File: src/hw/rtl/kpd_pkg.sv
// ----------------------------------------------------------------------------
// kpd_pkg
// Shared types and constants for the keypad scanner, debounce and
// axis read trigger.
// ----------------------------------------------------------------------------
package kpd_pkg;

   // matrix geometry
   localparam int unsigned NUM_ROWS = 4;
   localparam int unsigned NUM_COLS = 4;
   localparam int unsigned NUM_KEYS = NUM_ROWS * NUM_COLS;

   // configuration register indexes
   localparam logic [1:0] CSR_PRESS_THRESHOLD = 2'd0;
   localparam logic [1:0] CSR_ADDR_X          = 2'd1;
   localparam logic [1:0] CSR_ADDR_Y          = 2'd2;
   localparam logic [1:0] CSR_ADDR_Z          = 2'd3;

   // configuration reset values
   localparam logic [7:0] RST_PRESS_THRESHOLD = 8'd2;
   localparam logic [7:0] RST_ADDR_X          = 8'h29;
   localparam logic [7:0] RST_ADDR_Y          = 8'h2B;
   localparam logic [7:0] RST_ADDR_Z          = 8'h2D;

   // axis codes
   localparam logic [1:0] AXIS_X = 2'd0;
   localparam logic [1:0] AXIS_Y = 2'd1;
   localparam logic [1:0] AXIS_Z = 2'd2;

   // trigger keys, one per axis
   localparam int unsigned KEY_X = 15;
   localparam int unsigned KEY_Y = 11;
   localparam int unsigned KEY_Z = 7;

   // configuration register set
   typedef struct packed {
      logic [7:0] press_threshold;
      logic [7:0] addr_x;
      logic [7:0] addr_y;
      logic [7:0] addr_z;
   } kpd_cfg_type;

endpackage

File: src/hw/rtl/keypad_scan_debounce_trigger_core.sv
// ----------------------------------------------------------------------------
// keypad_scan_debounce_trigger_core
// 4x4 keypad scanner: four row lanes count held presses of the driven
// column, a merge stage raises one axis read per new press of the axis keys.
//
//   channel  direction  handshake              payload
//   req      in         req_valid/req_ready    row_levels
//   rsp      out        rsp_valid/rsp_ready    column_drive, debounced_keys,
//                                              read_request, axis,
//                                              register_address
//   csr      in         csr_wr_en              csr_index, csr_wdata
//
// One item per cycle while rsp is not stalled; the result appears in the cycle
// after the transfer, from the output register of the merge stage.
// A new item is taken whenever the output register is empty or drains in
// the same cycle, so a stall on rsp holds req for as long.
// Synchronous reset clears all counters, the column index and fired marks
// at once and loads the register reset values.
// ----------------------------------------------------------------------------
module keypad_scan_debounce_trigger_core #(
   parameter int unsigned COUNT_WIDTH = 8
) (
   input  logic        clock,
   input  logic        reset,
   input  logic        req_valid,
   output logic        req_ready,
   input  logic [3:0]  req_row_levels,
   output logic        rsp_valid,
   input  logic        rsp_ready,
   output logic [1:0]  rsp_column_drive,
   output logic [15:0] rsp_debounced_keys,
   output logic        rsp_read_request,
   output logic [1:0]  rsp_axis,
   output logic [7:0]  rsp_register_address,
   input  logic        csr_wr_en,
   input  logic [1:0]  csr_index,
   input  logic [7:0]  csr_wdata
);

   kpd_pkg::kpd_cfg_type cfg_ff;
   logic [1:0]  column_ff, column_in;
   logic        accept;
   logic [3:0]  lane_pressed [kpd_pkg::NUM_ROWS];
   logic [15:0] key_pressed;

   assign req_ready = !rsp_valid || rsp_ready;
   assign accept    = req_valid && req_ready;
   assign column_in = column_ff + 2'd1;

   // configuration registers
   always_ff @(posedge clock) begin
      if (reset) begin
         cfg_ff.press_threshold <= kpd_pkg::RST_PRESS_THRESHOLD;
         cfg_ff.addr_x          <= kpd_pkg::RST_ADDR_X;
         cfg_ff.addr_y          <= kpd_pkg::RST_ADDR_Y;
         cfg_ff.addr_z          <= kpd_pkg::RST_ADDR_Z;
      end else if (csr_wr_en) begin
         case (csr_index)
            kpd_pkg::CSR_PRESS_THRESHOLD: cfg_ff.press_threshold <= csr_wdata;
            kpd_pkg::CSR_ADDR_X:          cfg_ff.addr_x          <= csr_wdata;
            kpd_pkg::CSR_ADDR_Y:          cfg_ff.addr_y          <= csr_wdata;
            kpd_pkg::CSR_ADDR_Z:          cfg_ff.addr_z          <= csr_wdata;
            default: ;
         endcase
      end
   end

   // scan column
   always_ff @(posedge clock) begin
      if (reset) begin
         column_ff <= 2'd0;
      end else if (accept) begin
         column_ff <= column_in;
      end
   end

   // row lanes
   for (genvar r = 0; r < kpd_pkg::NUM_ROWS; r++) begin : g_lane
      kpd_lane #(
         .COUNT_WIDTH(COUNT_WIDTH)
      ) u_lane (
         .clock           (clock),
         .reset           (reset),
         .update          (accept),
         .column          (column_ff),
         .row_level       (req_row_levels[r]),
         .press_threshold (cfg_ff.press_threshold),
         .key_pressed     (lane_pressed[r])
      );
   end

   // key k = 4 * column + row
   always_comb begin
      for (int c = 0; c < kpd_pkg::NUM_COLS; c++) begin
         for (int r = 0; r < kpd_pkg::NUM_ROWS; r++) begin
            key_pressed[c*kpd_pkg::NUM_ROWS + r] = lane_pressed[r][c];
         end
      end
   end

   // merge and result stage
   kpd_merge u_merge (
      .clock                (clock),
      .reset                (reset),
      .accept               (accept),
      .rsp_ready            (rsp_ready),
      .column_next          (column_in),
      .key_pressed          (key_pressed),
      .cfg                  (cfg_ff),
      .rsp_valid            (rsp_valid),
      .rsp_column_drive     (rsp_column_drive),
      .rsp_debounced_keys   (rsp_debounced_keys),
      .rsp_read_request     (rsp_read_request),
      .rsp_axis             (rsp_axis),
      .rsp_register_address (rsp_register_address)
   );

endmodule

File: src/hw/rtl/kpd_lane.sv
// ----------------------------------------------------------------------------
// kpd_lane
// One row lane: keeps the held-press counters of the four keys on its row,
// updates the one in the driven column and flags keys at threshold.
// ----------------------------------------------------------------------------
module kpd_lane #(
   parameter int unsigned COUNT_WIDTH = 8
) (
   input  logic       clock,
   input  logic       reset,
   input  logic       update,
   input  logic [1:0] column,
   input  logic       row_level,
   input  logic [7:0] press_threshold,
   output logic [3:0] key_pressed
);

   localparam int unsigned CMP_W = (COUNT_WIDTH > 8) ? COUNT_WIDTH : 8;
   localparam logic [COUNT_WIDTH-1:0] COUNT_MAX = {COUNT_WIDTH{1'b1}};

   logic [COUNT_WIDTH-1:0] count_ff [kpd_pkg::NUM_COLS];
   logic [COUNT_WIDTH-1:0] count_in [kpd_pkg::NUM_COLS];

   // next counts: only the driven column moves, release clears, press saturates
   always_comb begin
      for (int c = 0; c < kpd_pkg::NUM_COLS; c++) begin
         count_in[c] = count_ff[c];
         if (update && (column == 2'(c))) begin
            if (row_level) begin
               count_in[c] = '0;
            end else if (count_ff[c] != COUNT_MAX) begin
               count_in[c] = count_ff[c] + 1'b1;
            end
         end
      end
   end

   // threshold compare on the updated counts
   always_comb begin
      for (int c = 0; c < kpd_pkg::NUM_COLS; c++) begin
         key_pressed[c] = CMP_W'(count_in[c]) >= CMP_W'(press_threshold);
      end
   end

   // counter storage
   always_ff @(posedge clock) begin
      if (reset) begin
         for (int c = 0; c < kpd_pkg::NUM_COLS; c++) begin
            count_ff[c] <= '0;
         end
      end else begin
         for (int c = 0; c < kpd_pkg::NUM_COLS; c++) begin
            count_ff[c] <= count_in[c];
         end
      end
   end

endmodule

File: src/hw/rtl/kpd_merge.sv
// ----------------------------------------------------------------------------
// kpd_merge
// Combines the lane flags: priority trigger over the axis keys, fired
// marks, and the registered result stage of the response channel.
// ----------------------------------------------------------------------------
module kpd_merge (
   input  logic                 clock,
   input  logic                 reset,
   input  logic                 accept,
   input  logic                 rsp_ready,
   input  logic [1:0]           column_next,
   input  logic [15:0]          key_pressed,
   input  kpd_pkg::kpd_cfg_type cfg,
   output logic                 rsp_valid,
   output logic [1:0]           rsp_column_drive,
   output logic [15:0]          rsp_debounced_keys,
   output logic                 rsp_read_request,
   output logic [1:0]           rsp_axis,
   output logic [7:0]           rsp_register_address
);

   logic [2:0] fired_ff, fired_in;
   logic       valid_ff, valid_in;
   logic       request;
   logic [1:0] axis;
   logic [7:0] address;

   logic [1:0]  column_ff;
   logic [15:0] keys_ff;
   logic        request_ff;
   logic [1:0]  axis_ff;
   logic [7:0]  address_ff;

   // priority trigger: a qualifying key blocks the ones below it
   always_comb begin
      fired_in = fired_ff;
      request  = 1'b0;
      axis     = 2'd0;
      address  = 8'd0;
      if (key_pressed[kpd_pkg::KEY_X]) begin
         if (!fired_ff[0]) begin
            request     = 1'b1;
            axis        = kpd_pkg::AXIS_X;
            address     = cfg.addr_x;
            fired_in[0] = 1'b1;
         end
      end else if (key_pressed[kpd_pkg::KEY_Y]) begin
         if (!fired_ff[1]) begin
            request     = 1'b1;
            axis        = kpd_pkg::AXIS_Y;
            address     = cfg.addr_y;
            fired_in[1] = 1'b1;
         end
      end else if (key_pressed[kpd_pkg::KEY_Z]) begin
         if (!fired_ff[2]) begin
            request     = 1'b1;
            axis        = kpd_pkg::AXIS_Z;
            address     = cfg.addr_z;
            fired_in[2] = 1'b1;
         end
      end else begin
         fired_in = 3'b000;
      end
   end

   // result valid: set on a new item, cleared when the transfer completes
   always_comb begin
      valid_in = valid_ff;
      if (accept) begin
         valid_in = 1'b1;
      end else if (rsp_ready) begin
         valid_in = 1'b0;
      end
   end

   // control state
   always_ff @(posedge clock) begin
      if (reset) begin
         fired_ff <= 3'b000;
         valid_ff <= 1'b0;
      end else begin
         if (accept) begin
            fired_ff <= fired_in;
         end
         valid_ff <= valid_in;
      end
   end

   // result payload
   always_ff @(posedge clock) begin
      if (accept) begin
         column_ff  <= column_next;
         keys_ff    <= key_pressed;
         request_ff <= request;
         axis_ff    <= axis;
         address_ff <= address;
      end
   end

   assign rsp_valid            = valid_ff;
   assign rsp_column_drive     = column_ff;
   assign rsp_debounced_keys   = keys_ff;
   assign rsp_read_request     = request_ff;
   assign rsp_axis             = axis_ff;
   assign rsp_register_address = address_ff;

endmodule

File: config.mk
export PLATFORM = sky130hd
export DESIGN_NAME = keypad_scan_debounce_trigger_core
export DESIGN_NICKNAME = d
export VERILOG_FILES = /design/src/hw/rtl/kpd_pkg.sv /design/src/hw/rtl/keypad_scan_debounce_trigger_core.sv /design/src/hw/rtl/kpd_lane.sv /design/src/hw/rtl/kpd_merge.sv
export SDC_FILE = /design/constraint.sdc
export NUM_CORES = 1
export LEC_CHECK = 0
export BUFFER_PORTS_ARGS = -buffer_cell sky130_fd_sc_hd__buf_4
export CORE_ASPECT_RATIO = 1.2
export CORE_MARGIN = 1
export CORE_UTILIZATION = 45
export CTS_CLUSTER_SIZE = 10
export DETAILED_ROUTE_END_ITERATION = 6
export PLACE_DENSITY = 0.58
export SLEW_MARGIN = 10
export SYNTH_ARGS = -nofsm -noshare
export SYNTH_HDL_FRONTEND = slang
export SYNTH_SLANG_ARGS = --single-unit
File: constraint.sdc
create_clock -name clock -period 4.1 [get_ports clock]
set_input_delay 0.82 -clock clock [delete_from_list [all_inputs] [get_ports clock]]
set_output_delay 0.82 -clock clock [all_outputs]
set_load 0.1 [all_outputs]
# [Yosys cells after proc, flatten, opt, wreduce, memory -nomap -nowiden]
# Memories as Yosys holds them, arrays and structs flattened.
# Index checks and enable logic that the tools add are counted.
[totals] ram_bits=128 register_bits=67 in_bits=19 mem_count=4
[op_classes] n_reduce_logical=17 bitwise=18 addsub=17 n_mux=90 eq_ne=25 order_cmp=16
[memory_table] name="g_lane[0].u_lane.count_ff" words=4 width=8 rd=4 rd_ports_with_merged_regs=0 write_ports=4 line_no="kpd_lane.sv:21" source="logic [COUNT_WIDTH-1:0] count_ff [kpd_pkg::NUM_COLS];"
[memory_table] name="g_lane[1].u_lane.count_ff" words=4 width=8 rd=4 rd_ports_with_merged_regs=0 write_ports=4 line_no="kpd_lane.sv:21"
[memory_table] name="g_lane[2].u_lane.count_ff" words=4 width=8 rd=4 rd_ports_with_merged_regs=0 write_ports=4 line_no="kpd_lane.sv:21"
[memory_table] name="g_lane[3].u_lane.count_ff" words=4 width=8 rd=4 rd_ports_with_merged_regs=0 write_ports=4 line_no="kpd_lane.sv:21"
[ops] operator="8-bit 2-to-1 mux" n=70
[ops] operator="8-bit by 1-bit adder with 8-bit output (second input constant)" n=16
[ops] operator="8-bit greater-or-equal comparator" n=16
[ops] operator="8-bit != test (second input constant)" n=16
[ops] operator="1-bit 2-to-1 mux" n=16
[ops] operator="1-bit bitwise OR" n=16
[ops] operator="3-bit AND reduction" n=3
[ops] operator="2-bit == test (second input constant)" n=4
[ops] operator="2-bit 2-to-1 mux" n=4
[ops] operator="2-bit AND reduction" n=4
[ops] operator="2-bit by 1-bit != test with 1-bit output (second input constant)" n=3
[ops] operator="1-bit logical AND" n=5
[ops] operator="2-bit by 1-bit == test with 1-bit output (second input constant)" n=2
[ops] operator="2-bit zero test" n=2
[ops] operator="2-bit by 1-bit adder with 2-bit output (second input constant)" n=1
[ops] operator="1-bit inverter" n=2
[ops] operator="2-bit nonzero test" n=1
[ops] operator="1-bit zero test" n=1
[ops] operator="1-bit logical OR" n=1

# [Depth between registers and ports, before layout]
# Gate-level depths: netlist of run 1.
[depth] depth_word=9 ltp_mapped=14 mapped_depth_nobuf=12

# [Hierarchy]
# From an unflattened synthesis of run 1, not the netlist that was laid out.
[hier_totals] hier_cells=1506 area_unflattened_um2=12873.6
[by_module_without_submodules] mod="kpd_lane at g_lane[0].u_lane ..." seq_area_each_um2=640.6 instances=2 cells_each=321 area_per_inst_um2=2563.7
[by_module_without_submodules] mod="kpd_lane at g_lane[1].u_lane" seq_area_each_um2=640.6 instances=1 cells_each=333 area_per_inst_um2=2652.5
[by_module_without_submodules] mod="kpd_lane at g_lane[3].u_lane" seq_area_each_um2=640.6 instances=1 cells_each=315 area_per_inst_um2=2546.2
[by_module_without_submodules] mod="keypad_scan_debounce_trigger_core" seq_area_each_um2=680.7 instances=1 cells_each=147 area_per_inst_um2=1276.2
[by_module_without_submodules] mod="kpd_merge" seq_area_each_um2=950.9 instances=1 cells_each=69 area_per_inst_um2=1271.2

# [Least setup slack after synthesis of run 1]
# OpenSTA, ideal clock, no wires.
[synth_path] path_type="input port to flip-flop" from="in rsp_ready" to="reg u_merge.request_ff, in the netlist u_merge.rsp_read_request (data pin)" slack_ps=-18 arrival_ps=3852 cell_stages=13 n_path_buf=2 setup_ps=265 path_cell_list="nand2b_1 -> buf_2 -> and3_1 -> clkbuf_1 -> nand3_1 -> xor2_1 -> nor2_1 -> ha_1 -> and3_1 -> a221oi_1 -> o21ai_1 -> nor3b_4 -> or3_1"
[synth_rtl] element="start: declaration" line_no="keypad_scan_debounce_trigger_core.sv:29" source="input logic rsp_ready,"
[synth_rtl] element="end signal: assignment" line_no="kpd_merge.sv:94" source="request_ff <= request;"
[synth_rtl] element="end: declaration" line_no="kpd_merge.sv:30" source="logic request_ff;"

==> results_dict.tcl, run 1 <==
set metrics [dict create \
    status "completed" \
    ctsResizeCount 0 \
    place_inst 1782 \
    p_clk_share_pct 39.3 \
    setup_viol 0 \
    gp_congestion 0.844 \
    relSlewSlack_pct 32.2 \
    syn_nets 1581 \
    die_h_um 181 \
    grt_start_max_net_pins 39 \
    p_leak_uw 0.00569 \
    grt_util_all_layers_pct 22.6 \
    synth_top_area_share_pct 27.5 \
    seq_power_share_pct 46.1 \
    worst_pin_slew_ps 1020 \
    routedWlPerCell_um 16.4 \
    diodes 0 \
    syn-cell-area_um2 12100 \
    synth_simple_gate_area_share_pct 24.7 \
    synth.top_cells.by_area "dfxtp_1, ha_1, edfxtp_1" \
    antenna_found_initial 0 \
    drcViolationCount 0 \
    cap_violations 0 \
    grt.overflow.total 0 \
    cts_tree "built" \
    wirelength_um 29800 \
    grt_pass1_wl_um 48500 \
    die_area_um2 27500 \
    synth_mux_area_share_pct 1.99 \
    ant_nets 0 \
    internal-power_uw 3130 \
    via_count 10200 \
    drt-pass1-iter-count 5 \
    post_cts_buffers 0 \
    drt_iter0_markers 531 \
    synth_compound_area_share_pct 15.2 \
    rsz0062_at_grt "false" \
    final.setup.worst_slack_ps 577 \
    portBuffers 49 \
    post-place-ws_ps 188 \
    postCtsHoldBufs 0 \
    sw_frac_of_total_pct 28.9 \
    async_flop_share_pct 0 \
    start_kind "register" \
    synth_fa_ha_area_share_pct 15.4 \
    areaGrowthSynthToFinish_pct 12.0 \
    fin_cells 1814 \
    numCtsBuffers 17 \
    critPathCaptureType "register" \
    synth_flop_cell "dfxtp_1" \
    fin_crit_sh_pct 85.9 \
    critPathKind "reg -> reg" \
    clock_latency_ps 440 \
    slew_viol_final 0 \
    ys_seq_area_share_pct 34.8 \
    synth_area_leader_cell "dfxtp_1" \
    initial_core_util_pct 45.8 \
    setup_tns_ps 0 \
    pwr-share-comb_pct 14.7 \
    netlist-cell-type-count 63 \
    p_switching_uw 1270 \
    path_clk_slew_ps 70 \
    p_per_area_nw_per_um2 326 \
    crit_required_ps 4290 \
    via_per_inst 5.61 \
    synthCells 1414 \
    die_w_um 151 \
    synth_top_family_by_area "simple AND/OR/NAND/NOR gates" \
    fin_skew_ps 14.2 \
    cts.htree.levels 4 \
    row_count 65 \
    synth.avg_cell_area_um2 8.53 \
    peakVddDrop_v 0.000252 \
    fin_nets 1633 \
    cts_sinks 195 \
    cts_max_path_buffers 2 \
    drive_gt1_share_pct 8.59 \
    fmax_mhz 284 \
    synth-edff-count 29 \
    yosys_warnings 0 \
    worst-path-max-fanout 10 \
    coreArea_um2 26400 \
    synth_xor_area_share_pct 5.30 \
    arrival_ps 3710 \
    cts_root_buf "clkbuf_16" \
    hold_depth 2 \
    r2r_cells 13 \
    ys_seq_elements 195 \
    hold_viol_final 0 \
    dpl.hpwl_um 21100 \
    final.min_clock_period_ps 3520 \
    min_path_type "reg -> reg" \
    io_pins 50 \
    grt_pass1_vias 9890 \
]
## metal layers
layer	routed length, µm	track usage [%]	up-vias	share of wire [%]
met5	0	0	-	0
met4	298	5.28	0	1.0
met3	919	2.90	23	3.1
met2	14500	39.4	155	49
met1	14000	29.0	4821	47
li1	-	-	5173	-
## stage by stage
stage | hold WS (ps) | util [%] | area, µm² | total power [µW]
after CTS | 464 | 51.3 | 13500 | 4450
after global routing | 478 | 51.3 | 13500 | 4590
after detailed placement | 453 | 49.0 | 12900 | 2720
after floorplan | 436 | - | 12100 | 2540
final | 463 | 51.3 | 13500 | 4400
after global placement | 445 | 49.0 | 12900 | 2720
## worst max-delay path: stages, from the launching register on
cell and delay, ps:
dfxtp_1 380, ha_1 250, and2_1 190, nand4_1 210, and2_0 320, xor2_1 230, nand2_1 90, ha_1 270
nand2b_4 120, a2111oi_4 80, o31ai_4 510, nor4b_4 90, buf_4 200, or3_1 340
## cells in the mapped netlist (8+ instances only)
master,instances
a2111oi_0,15
a21oi_1,93
a221o_1,8
a31o_2,8
a31oi_1,21
a41oi_1,9
and2_1,62
and3_1,34
and4_1,8
clkbuf_1,37
dfxtp_1,166
edfxtp_1,29
ha_1,148
inv_1,40
mux2i_1,24
nand2_1,160
nand2b_1,16
nand3_1,69
nand4_1,25
nor2_1,171
nor2b_1,26
nor3_1,30
o21a_1,22
o21ai_0,36
o22a_1,8
xnor2_1,34
xor2_1,39
## logic make-up (layout without fill, tap and decap cells)
| kind of cell | after synthesis | after routing |
|---|---|---|
| buffers and inverters | 86 | 151 |
| DFF | 195 | 195 |
| muxes | 24 | 24 |
| and+or+nand+nor | 617 | 617 |
| adders and majority gates | 148 | 148 |
| AOI/OAI and AO/OA | 271 | 271 |
| xor gates and xnor gates | 73 | 73 |
## registers in the layout, indices dropped and copies added (netlist names)
name / cells
cfg_ff: 32
column_ff: 2
g_lane.u_lane.count_ff: 128
u_merge.fired_ff: 3
u_merge.rsp_axis: 2
u_merge.rsp_column_drive: 2
u_merge.rsp_debounced_keys: 16
u_merge.rsp_read_request: 1
u_merge.rsp_register_address: 8
u_merge.rsp_valid: 1
## power groups by stage
stage               clock, µW  sequential [µW]  combinational (µW)
CTS                      1770             2030                 652
global route             1840             2040                 707
detailed placement          0             2070                 651
floorplan                   0             2240                 303
finish                   1730             2030                 646
global placement            0             2070                 644
## layout by cell type, fill, tap and decap left out, types with 9 or more instances in the layout
master and instances:
nor2_1 171, ha_1 148, buf_4 78, inv_1 39, and2_1 62, nand4_1 25, nor3_1 30, o21ai_0 36
nand2_1 160, dfxtp_1 166, a21oi_1 93, edfxtp_1 29, nor2b_1 26, a31oi_1 21, a2111oi_0 15, clkbuf_16 21
mux2i_1 24, xor2_1 39, xnor2_1 34, a41oi_1 9, nand2b_1 16, nand3_1 69, and3_1 34, o21a_1 22
## worst paths after layout
| kind | startpoint | end | slack (ps) |
|---|---|---|---|
| worst max-delay path | g_lane[3].u_lane.count_ff[3][0]$_SDFF_PP0_ | u_merge.rsp_read_request$_DFFE_PP_ | 580 |
| worst min-delay path | cfg_ff[10]$_SDFFE_PP0P_ | cfg_ff[10]$_SDFFE_PP0P_ | 460 |
| worst max register to register | g_lane[3].u_lane.count_ff[3][0]$_SDFF_PP0_ | u_merge.rsp_read_request$_DFFE_PP_ | 580 |
| worst min register to register | cfg_ff[10]$_SDFFE_PP0P_ | cfg_ff[10]$_SDFFE_PP0P_ | 460 |
## layout make-up
type                            count  area, µm²
Fill cell                        2599      12800
Tap cell                          335        419
Inverter                           41        154
Multi-Input combinational cell   1133       7550
Sequential cell                   195       4190
Timing Repair Buffer               78        586
Clock inverter                      9       76.3
Clock buffer                       23        533
(Power assumes the default switching activity.)
==> inputs of run 2 (changes only) <==
BUFFER_PORTS_ARGS = not set   (was -buffer_cell sky130_fd_sc_hd__buf_4)
DONT_BUFFER_PORTS = 1   (was not set)
PLACE_DENSITY = 0.57   (was 0.58)
==> run 2 against run 1 <==
Net effect: worst hold slack got worse by 13 ps; routed wire length rose by 0.48%; non-clock buffer count fell by 53; global-route usage rose by 0.21 points; clock skew fell by 6.5 ps; core utilization fell by 1.7 points; critical path depth fell by 1; critical path type unchanged.
==> results_dict.tcl, run 2 (synthesized netlist as in run 1, its figures left out) <==
set metrics [dict create \
    hold_depth 1 \
    seq_area_um2 4190 \
    setup_viol 0 \
    fmax_mhz 285 \
    cts_sinks 195 \
    setup_tns_ps 0 \
    final.min_clock_period_ps 3510 \
    fin_skew_ps 7.65 \
    row_count 65 \
    min_path_type "in -> reg" \
    drt-pass1-iter-count 5 \
    hold_viol_final 0 \
    start_kind "register" \
    path_buf_inv 0 \
    largest-register "g_lane.u_lane.count_ff" \
    ant_nets 0 \
    holdPathEnd "cfg_ff[1]$_SDFFE_PP0P_" \
    fin_crit_sh_pct 85.6 \
    wirelength_um 29900 \
    antenna_found_initial 0 \
    p_per_area_nw_per_um2 323 \
    cts_max_path_buffers 2 \
    grt.overflow.total 0 \
    relSlewSlack_pct 35.1 \
    worst_pin_slew_ps 971 \
    coreArea_um2 26400 \
    drive_gt1_share_pct 4.98 \
    rsz0062_at_grt "false" \
    post-route-util_pct 49.6 \
    portBuffers 0 \
    final_common_cell "nor2_1" \
    worst-path-max-fanout 9 \
    r2r-start "g_lane[3].u_lane.count_ff[3][0]$_SDFF_PP0_" \
    diodes 0 \
    status "completed" \
    p_leak_uw 0.00541 \
    drt_iter0_markers 416 \
    initial_core_util_pct 45.8 \
    postCtsHoldBufs 0 \
    arrival_ps 3690 \
    multi_input_area_um2 7550 \
    cts_tree "built" \
    grt_start_max_net_pins 45 \
    cts_root_buf "clkbuf_16" \
    post_cts_buffers 0 \
    largest_register_ffs 128 \
    crit_required_ps 4280 \
    critPathKind "reg -> reg" \
    areaGrowthSynthToFinish_pct 8.33 \
    total_power_uw 4220 \
    grt_util_all_layers_pct 22.8 \
    cap_violations 0 \
    via_per_inst 5.62 \
    n_fill_cell 2586 \
    reg2reg_to "u_merge.rsp_register_address[6]$_DFFE_PP_" \
    critPathCaptureType "register" \
    die_h_um 181 \
    io_pins 50 \
    path_clk_slew_ps 70 \
    grt_pass1_wl_um 48500 \
    fin_nets 1580 \
    final_cell_mix "nor2_1, dfxtp_1, nand2_1" \
    peakVddDrop_v 0.000254 \
    slowest_delay_ps 420 \
    numCtsBuffers 17 \
    ctsResizeCount 0 \
    min_from "reset" \
    critPathSlowestCell "a2111oi_4" \
    drcViolationCount 0 \
    slew_viol_final 0 \
    dpl.hpwl_um 21200 \
    die_w_um 151 \
    die_area_um2 27500 \
    grt_pass1_vias 9525 \
    via_count 9895 \
    routedWlPerCell_um 17.0 \
    r2r_cells 12 \
    clock_latency_ps 430 \
    path_delay_family "simple AND/OR/NAND/NOR gates" \
    cts.htree.levels 4 \
    cp_cell_sequence "ha_1 > and2_1 > nand4_1 > and2_0 > xor2_1 > nand2_1 > ha_1 > nand2b_4 > a2111oi_4 > o32ai_1 > and2_1 > a221o_1" \
    gp_congestion 0.814 \
    rrSetupSlack_ps 590 \
]
## run 2: cell types whose count changed in the layout (fill, tap and decap cells not counted), moves of 2 or more
cell,change
inv_6,-4
inv_4,+2
clkbuf_1,+3
clkbuf_16,-2
buf_4,-54
## run 2: worst max path at each step
stage | cells past startpoint | slack (ps) | to | start
floorplan | 13 | 130 | u_merge.rsp_read_request$_DFFE_PP_ | u_merge.rsp_valid$_SDFFE_PP0P_
global placement | 11 | 360 | u_merge.rsp_read_request$_DFFE_PP_ | rsp_ready
detailed placement | 10 | 300 | u_merge.rsp_register_address[6]$_DFFE_PP_ | rsp_ready
CTS | 12 | 590 | u_merge.rsp_register_address[6]$_DFFE_PP_ | g_lane[3].u_lane.count_ff[3][0]$_SDFF_PP0_
global route | 11 | 350 | u_merge.rsp_register_address[3]$_DFFE_PP_ | g_lane[3].u_lane.count_ff[3][0]$_SDFF_PP0_
finish | 12 | 590 | u_merge.rsp_register_address[6]$_DFFE_PP_ | g_lane[3].u_lane.count_ff[3][0]$_SDFF_PP0_
## run 2: area by class of cell
cell class                 instances  area share (%)
clock buffer                      25            3.89
timing repair buffer              25            1.53
inverter                          41            1.18
multi-input combinational       1133            57.8
tap                              335            3.21
sequential                       195            32.1
clock inverter                     6           0.335
## run 2: where the power goes
group	switching, µW	internal, µW	total (µW)
logic	244	155	400
registers	201	2000	2200
clock network	753	869	1620
## run 2: stage by stage
step / std cells / cell area (µm²) / hold WS, ps / setup WS [ps]
2_1_floorplan: 1414 / 12100 / 436 / 128
3_3_place_gp: 1729 / 12500 / 442 / 360
3_5_place_dp: 1729 / 12500 / 443 / 297
4_1_cts: 1760 / 13100 / 430 / 592
5_1_grt: 1760 / 13100 / 433 / 348
6_report: 1760 / 13100 / 450 / 591
## run 2: metal layers
layer  share of wire, %  track usage, %  wire length (µm)  up-vias
li1                   -               -                 -     5073
met1                 46            28.5             13700     4650
met2                 49            39.8             14700      149
met3                3.9            3.84              1170       23
met4                1.4            5.96               416        0
met5                  0               0                 0        -
==> inputs of run 3 (changes only) <==
CORE_ASPECT_RATIO = not set   (was 1.2)
==> run 3 against run 2 <==
Net effect: the flow now finishes with violations (design-rule violations); clock power increased by 13%; non-clock buffer count unchanged; via count decreased by 0.56%; sequential power about the same; critical path depth decreased by 1; maximum frequency decreased by 3.6%; cell area increased by 0.86%; core utilization increased by 0.70 points; worst hold slack got worse by 18 ps; combinational power about the same; flip-flop and latch count unchanged; largest power group unchanged.
==> results_dict.tcl, run 3 (synthesized netlist as in run 1, its figures left out) <==
set metrics [dict create \
    postCtsHoldBufs 0 \
    fin_nets 1580 \
    arrival_ps 3980 \
    cp_cell_sequence "ha_1 > and2_1 > nand4_1 > and2_0 > a311oi_1 > ha_1 > o21a_1 > o21bai_1 > o32ai_1 > and2_1 > a221o_1" \
    cts.htree.levels 4 \
    violations "design-rule violations" \
    fin_skew_ps 24.8 \
    n_fill_cell 2494 \
    die_area_um2 27500 \
    grt_start_max_net_pins 45 \
    coreArea_um2 26200 \
    ant_nets 0 \
    clock_latency_ps 470 \
    grt_pass1_wl_um 48200 \
    critPathCaptureType "register" \
    drt_iter0_markers 528 \
    fmax_mhz 275 \
    cap_violations 0 \
    path_clk_slew_ps 100 \
    final_cell_mix "nor2_1, dfxtp_1, nand2_1" \
    fin_crit_sh_pct 88.7 \
    start_kind "register" \
    hold_viol_final 0 \
    cts_max_path_buffers 2 \
    crit_required_ps 4440 \
    peakVddDrop_v 0.000300 \
    slew_viol_final 0 \
    worst-path-max-fanout 9 \
    antenna_found_initial 0 \
    areaGrowthSynthToFinish_pct 9.26 \
    cts_root_buf "clkbuf_16" \
    portBuffers 0 \
    grt_util_all_layers_pct 21.9 \
    routedWlPerCell_um 16.7 \
    p_leak_uw 0.00546 \
    via_count 9840 \
    largest_register_ffs 128 \
    final_common_cell "nor2_1" \
    slowest_delay_ps 890 \
    cts_tree "built" \
    wirelength_um 29500 \
    setup_viol 0 \
    numCtsBuffers 17 \
    worst_pin_slew_ps 1100 \
    drcViolationCount 5 \
    drive_gt1_share_pct 5.40 \
    largest-register "g_lane.u_lane.count_ff" \
    dpl.hpwl_um 20700 \
    critPathKind "reg -> reg" \
    via_per_inst 5.59 \
    min_path_type "in -> reg" \
    grt.overflow.total 0 \
    rsz0062_at_grt "false" \
    gp_congestion 0.842 \
    ctsResizeCount 0 \
    drt-pass1-iter-count 6 \
    status "finished, violations left" \
    die_w_um 166 \
    final.setup.worst_slack_ps 462 \
    p_per_area_nw_per_um2 336 \
    initial_core_util_pct 46.0 \
    post-place-ws_ps -0.643 \
    final.min_clock_period_ps 3640 \
    die_h_um 166 \
    io_pins 50 \
    critPathSlowestCell "o32ai_1" \
    post_cts_buffers 0 \
    cts_sinks 195 \
    row_count 59 \
    whs_ps 433 \
    relSlewSlack_pct 26.5 \
    grt_pass1_vias 9404 \
    diodes 0 \
]
-- run 3: changes by cell type in the layout (fill, tap and decap cells not counted), sizes merged --
cell	delta
inv	+6
clkinv	+3
clkbuf	-8
-- run 3: area by class of cell --
class,count,area (µm²),area share (%)
Sequential cell,195,4190,31.8
Tap cell,335,419,3.18
Clock buffer,17,425,3.23
Timing Repair Buffer,25,213,1.61
Inverter,41,154,1.17
Multi-Input combinational cell,1133,7550,57.3
Clock inverter,15,226,1.72
-- run 3: final timing paths --
kind / cells past startpoint / start / slack, ps / endpoint
worst max-delay path: 11 / g_lane[3].u_lane.count_ff[3][0]$_SDFF_PP0_ / 460 / u_merge.rsp_register_address[2]$_DFFE_PP_
worst min-delay path: 1 / reset / 430 / cfg_ff[15]$_SDFFE_PP0P_
worst max register to register: 11 / g_lane[3].u_lane.count_ff[3][0]$_SDFF_PP0_ / 460 / u_merge.rsp_register_address[2]$_DFFE_PP_
worst min register to register: 2 / cfg_ff[1]$_SDFFE_PP0P_ / 450 / cfg_ff[1]$_SDFFE_PP0P_
-- run 3: power by group --
part / leakage [µW] / total, µW / internal (µW) / switching (µW)
clock: 0.000313 / 1830 / 866 / 961
sequential: 0.00163 / 2200 / 2000 / 201
combinational: 0.00351 / 398 / 156 / 242
total: 0.00546 / 4430 / 3020 / 1400
-- run 3: critical path, delay by kind of cell (launching register included) --
family,cells,cell delay [ps]
DFF,1,390
and+or+nand+nor,4,950
adders and majority gates,2,540
AOI/OAI and AO/OA,5,1630
-- run 3: metrics by stage --
stage | instance area [µm²] | utilization, % | TNS, ps | power [µW] | std cells
global route | 13200 | 50.3 | 0 | 4590 | 1761
global placement | 12500 | 47.8 | 0 | 2640 | 1729
finish | 13200 | 50.3 | 0 | 4430 | 1761
floorplan | 12100 | - | 0 | 2540 | 1414
CTS | 13200 | 50.3 | 0 | 4470 | 1761
detailed placement | 12500 | 47.8 | -0.643 | 2650 | 1729
-- run 3: routing by layer --
layer | global-route usage (%) | routed length (µm) | vias up
met5 | 0 | 0 | -
li1 | - | - | 5077
met4 | 6.38 | 383 | 0
met2 | 36.6 | 13600 | 132
met1 | 29.5 | 14700 | 4607
met3 | 3.11 | 809 | 24
